File: config.mk
export PLATFORM = sky130hd
export DESIGN_NAME = cbeq_ctrl
export DESIGN_NICKNAME = d
export VERILOG_FILES = /design/src/design/cbeq_pkg.sv /design/src/design/cbeq_ctrl.sv
export SDC_FILE = /design/constraint.sdc
export NUM_CORES = 1
export LEC_CHECK = 0
export BUFFER_PORTS_ARGS = -buffer_cell sky130_fd_sc_hd__buf_4
export CORE_MARGIN = 8
export CORE_UTILIZATION = 40
export DETAILED_ROUTE_END_ITERATION = 6
export PLACE_DENSITY_LB_ADDON = 0.1
export SYNTH_ARGS = -nofsm -noshare
export SYNTH_HDL_FRONTEND = slang
export SYNTH_SLANG_ARGS = --single-unit
File: constraint.sdc
create_clock -name clk -period 1.5 [get_ports clk]
set_input_delay 0.075 -clock clk [delete_from_list [all_inputs] [get_ports clk]]
set_output_delay 0.075 -clock clk [all_outputs]
set_load 0.02 [all_outputs]
File: src/design/cbeq_pkg.sv
// shared types, constants and codes for the cascaded biquad equaliser
package cbeq_pkg;

  localparam int SAMPLE_BITS        = 24;
  localparam int BAND_VAL_BITS      = 32;
  localparam int COEF_BITS          = 32;
  localparam int CFG_BITS           = 4;
  localparam int CHAN_BITS          = 3;
  localparam int BAND_IDX_BITS      = 4;
  localparam int COEF_IDX_BITS      = 3;
  localparam int COEFS_PER_BAND     = 5;
  localparam int DEF_BAND_COUNT     = 10;
  localparam int DEF_MAX_CHANNELS   = 8;
  localparam int DEF_COEF_FRAC_BITS = 28;

  localparam logic [CFG_BITS-1:0] CH_COUNT_RESET = 4'd2;

  typedef enum logic [1:0] {
    OP_PROCESS = 2'd0,
    OP_LOAD    = 2'd1,
    OP_CLEAR   = 2'd2
  } op_t;

  typedef enum logic [2:0] {
    K_B0 = 3'd0,
    K_B1 = 3'd1,
    K_B2 = 3'd2,
    K_A1 = 3'd3,
    K_A2 = 3'd4
  } coef_sel_t;

  typedef enum logic [2:0] {
    ST_IDLE,
    ST_READ,
    ST_MAC,
    ST_FIN,
    ST_EMIT
  } state_t;

  typedef struct packed {
    op_t                              op;
    logic signed [SAMPLE_BITS-1:0]    audio_in;
    logic [BAND_IDX_BITS-1:0]         band;
    logic [COEF_IDX_BITS-1:0]         coef_index;
    logic signed [COEF_BITS-1:0]      coef_value;
  } in_word_t;

  typedef struct packed {
    logic signed [SAMPLE_BITS-1:0]    sample_out;
    logic [CHAN_BITS-1:0]             channel;
  } out_word_t;

  typedef struct packed {
    logic      start;
    logic      load_coef;
    logic      clear;
    logic      rd;
    logic      mac;
    coef_sel_t k;
    logic      fin;
    logic      last;
    logic      out_load;
    logic      out_src_fin;
  } cmd_t;

  typedef struct packed {
    logic out_free;
  } status_t;

endpackage

File: src/design/cbeq_ctrl.sv
// sequencer for the band loop and the five-tap multiply-accumulate
module cbeq_ctrl #(
  parameter int BAND_COUNT = cbeq_pkg::DEF_BAND_COUNT
) (
  input  logic              clk,
  input  logic              rst_n,
  input  logic              in_valid,
  input  cbeq_pkg::op_t     in_op,
  input  cbeq_pkg::status_t status,
  output logic              in_ready,
  output cbeq_pkg::cmd_t    cmd
);
  import cbeq_pkg::*;

  localparam int BAND_W = (BAND_COUNT > 1) ? $clog2(BAND_COUNT) : 1;

  state_t            state_r, state_nxt;
  coef_sel_t         k_r, k_nxt;
  logic [BAND_W-1:0] band_r, band_nxt;
  logic              last_band;

  assign last_band = (band_r == BAND_W'(BAND_COUNT - 1));

  always_ff @(posedge clk) begin
    if (!rst_n) begin
      state_r <= ST_IDLE;
      k_r     <= K_B0;
      band_r  <= '0;
    end else begin
      state_r <= state_nxt;
      k_r     <= k_nxt;
      band_r  <= band_nxt;
    end
  end

  always_comb begin
    state_nxt = state_r;
    k_nxt     = k_r;
    band_nxt  = band_r;
    in_ready  = 1'b0;
    cmd       = '0;
    cmd.k     = k_r;
    case (state_r)
      ST_IDLE: begin
        in_ready = 1'b1;
        if (in_valid) begin
          case (in_op)
            OP_PROCESS: begin
              cmd.start = 1'b1;
              band_nxt  = '0;
              state_nxt = ST_READ;
            end
            OP_LOAD:  cmd.load_coef = 1'b1;
            OP_CLEAR: cmd.clear = 1'b1;
            default: ;
          endcase
        end
      end
      ST_READ: begin
        cmd.rd    = 1'b1;
        k_nxt     = K_B0;
        state_nxt = ST_MAC;
      end
      ST_MAC: begin
        cmd.mac = 1'b1;
        if (k_r == K_A2) begin
          state_nxt = ST_FIN;
        end else begin
          k_nxt = coef_sel_t'(k_r + 3'd1);
        end
      end
      ST_FIN: begin
        cmd.fin  = 1'b1;
        cmd.last = last_band;
        if (!last_band) begin
          cmd.rd    = 1'b1;
          band_nxt  = band_r + 1'b1;
          k_nxt     = K_B0;
          state_nxt = ST_MAC;
        end else if (status.out_free) begin
          cmd.out_load    = 1'b1;
          cmd.out_src_fin = 1'b1;
          state_nxt       = ST_IDLE;
        end else begin
          state_nxt = ST_EMIT;
        end
      end
      ST_EMIT: begin
        if (status.out_free) begin
          cmd.out_load = 1'b1;
          state_nxt    = ST_IDLE;
        end
      end
      default: state_nxt = ST_IDLE;
    endcase
  end

  a_mac_ends_in_fin: assert property (@(posedge clk) disable iff (!rst_n)
    (state_r == ST_MAC && k_r == K_A2) |=> state_r == ST_FIN)
    else $error("mac run did not end in finish");

  a_next_band_restarts: assert property (@(posedge clk) disable iff (!rst_n)
    (state_r == ST_FIN && !last_band) |=> (state_r == ST_MAC && k_r == K_B0))
    else $error("next band did not restart at b0");

  a_load_needs_room: assert property (@(posedge clk) disable iff (!rst_n)
    cmd.out_load |-> status.out_free)
    else $error("result loaded while output register full");

endmodule

==> results.toml <==
[clock_network]
cts_buffers = 3
clkTransAtPathRegs_ns = 0.07
cts_max_level = 1
cts.sinks = 10
cts_buffer_depth = 2
clk_latency_ns = 0.26
root_buffer = "clkbuf_4"
cts_tree = "built"

[synth]
async_reset_ff_share_pct = 0
syn_area_per_cell_um2 = 9.12
syn_area_um2 = 638
dominantRegCellSynth = "dfxtp_1"
synth_seq_area_share_pct = 31.4
synth_top_area_share_pct = 31.4
synth-seq-cells = 10
yosysWarningCount = 0
synth-edff-count = 0
synth_cell_types = 38
synth_cells = 70
synthTopCellsByArea = "dfxtp_1, ha_1, inv_1"
synth_nets = 80
synth_top_area_cell = "dfxtp_1"

[cells_and_area]
antenna_cells = 0
final_util_pct = 63.0
layout-drive-gt1-share_pct = 51.5
fin_nets = 109
stdcell_count = 113
areaGrowthSynthToFinish_pct = 48.6

[timing]
drv_slew = 0
setup_viol = 7
finalCriticalPeriod_ns = 1.63
tightest_slew_ns = 0.284
rsz0062_at_grt = "yes"
maxSlewHeadroom_pct = 81.1
finalCritPeriodShare_pct = 109
fin_skew_ns = 0.00590
layout_setup_ws_ns = -0.133
max_freq_ghz = 0.612
hold_viol_final = 0
hold_ws_ns = 0.108

[worst_setup_path]
rr_worst_depth = 4
cpPeakStageDelay_ns = 0.58
worst-path-max-fanout = 5
crit_family = "simple AND/OR/NAND/NOR gates"
crit_arrival_ns = 1.56
r2r-end = "band_r[0]"
slowest_stage = "or4b_4"
rrSetupSlack_ns = -0.05
cp.required_ns = 1.42
worstSetupStartpoint = "state_r[0]"
critPathKind = "flip-flop to output pin"
timing.rr.start = "state_r[0]"
startpoint_type = "flip-flop"
path_cells = "or4b_4 -> nor3b_2 -> buf_4"
cp-end-kind = "output pin"
path_buf_inv = 1

[detailed_routing]
wirelength_um = 1430
drt.antenna.violating_nets = 0
wl_per_cell_um = 12.7
drc = 0
firstDrtPassIters = 4
viasPerCell = 5.35
drtIter0Drc = 3
via_count = 605

[die]
fp.dieH_um = 55.9
start_util_pct = 42.4
rows = 14
die_area_um2 = 3130
core_um2 = 1510
die_width_um = 55.9
ios = 19

[power]
ir_worst_vdd_uv = 383
p_leak_nw = 0.418
power_frac_seq_pct = 41.4
p_int_uw = 491
clkPwrFrac_pct = 25.1
comb_power_share_pct = 33.5
power_uw = 728
netSwitchingFraction_pct = 32.5
powerDensity_nw_per_um2 = 768
switchingPower_uw = 237

[global_route]
overflow = 0
track_usage_pct = 8.72
antenna_found_initial = 0
grt_pass1_wl_um = 2340
first_global_vias = 567
grt_max_degree = 10

[run_status]
violations = "negative setup slack"
outcome = "finished with violations"

[job]
drv_cap = 0

[placed_design]
hpwl_um = 1130
dp.cells = 106
port_buffers = 18
gp_congestion = 0.740

[hold_path]
hp-start = "rst_n"
holdPathStages = 3
hold_class = "input pin to flip-flop"
hold_end = "band_r[2]"
[kinds of logic (layout without fill, tap and decap cells)]
| group | Yosys count | after routing | synth area share, % |
|---|---|---|---|
| flops | 10 | 10 | 31.4 |
| compound gates | 16 | 16 | 19.6 |
| simple gates | 32 | 32 | 36.5 |
| buf+inv | 8 | 35 | 4.70 |
| fa+ha+maj | 4 | 4 | 7.84 |
[cell usage in the layout, fill, tap and decap left out, types with 2 or more instances in the layout]
master,instances
a21oi_1,2
a21oi_2,2
buf_4,21
buf_6,3
clkbuf_4,3
dfxtp_1,5
dfxtp_2,4
ha_1,3
inv_1,5
nand2_1,5
nand2b_1,2
nor2_1,3
nor3b_2,2
nor4b_1,2
o21ai_0,3
o2bb2ai_1,2
or3_1,2
or4_4,2
[power groups by stage]
stage | logic (mW) | registers, mW | clock network [mW]
3_3_place_gp | 0.216 | 0.307 | 0
6_report | 0.244 | 0.301 | 0.183
5_1_grt | 0.270 | 0.304 | 0.205
3_5_place_dp | 0.217 | 0.307 | 0
2_1_floorplan | 0.124 | 0.311 | 0
4_1_cts | 0.242 | 0.301 | 0.187
[tightest hold or removal path, stage by stage]
cell     delay, ns
buf_4         0.14
o31ai_4       0.08
a21oi_2       0.03
[final cells by class]
| cell class | instances | area (um^2) |
|---|---|---|
| fillers | 133 | 558 |
| multi-input cells | 52 | 469 |
| flip-flops and latches | 10 | 209 |
| repair buffers | 25 | 201 |
| inverters | 7 | 26.3 |
| clock buffers | 3 | 22.5 |
| well taps | 16 | 20.0 |
[registers in the layout, indices dropped and copies added, names as in the netlist]
signal and cells:
state_r 3, band_r 4, k_r 3
[synthesized netlist by cell type (2+ instances only)]
cell type / number
o21ai_0: 3
dfxtp_1: 10
nor2_1: 3
ha_1: 4
a21oi_1: 3
nand2b_1: 2
nor3b_1: 2
nand2_1: 5
or3_1: 2
inv_1: 6
nor4b_1: 2
o2bb2ai_1: 2
[per-stage QoR]
step	worst slack [ns]	instance area, um^2	setup TNS [ns]
finish	-0.133	948	-0.457
global route	-0.176	948	-0.865
CTS	-0.126	908	-0.445
detailed placement	0.0365	828	0
global placement	0.0700	828	0
floorplan	0.0365	654	0
[repair_timing]
item                                   4_1_cts  5_1_grt
setup endpoints to repair                    6       10
buffers inserted                             3        0
hold buffers                                 1        0
cloned                                       0        0
pin swaps                                    5        3
resized for setup                            9       10
endpoints found under the hold margin        1        0
[metal layers]
| layer | vias to the layer above | wire length [um] | GRT usage (%) |
|---|---|---|---|
| li1 | 320 | - | - |
| met1 | 269 | 765 | 11.1 |
| met2 | 16 | 598 | 12.8 |
| met3 | 0 | 70 | 3.42 |
| met4 | 0 | 0 | 3.09 |
| met5 | - | 0 | 0 |
[worst max path at each step]
stage | slack (ns) | cells past startpoint | to
CTS | -0.13 | 3 | cmd[10]
finish | -0.13 | 3 | cmd[10]
detailed placement | 0.04 | 5 | band_r[2]
global placement | 0.07 | 5 | band_r[2]
global route | -0.18 | 3 | cmd[9]
floorplan | 0.04 | 6 | band_r[2]
No activity file was read; power rests on OpenSTA's default activity.
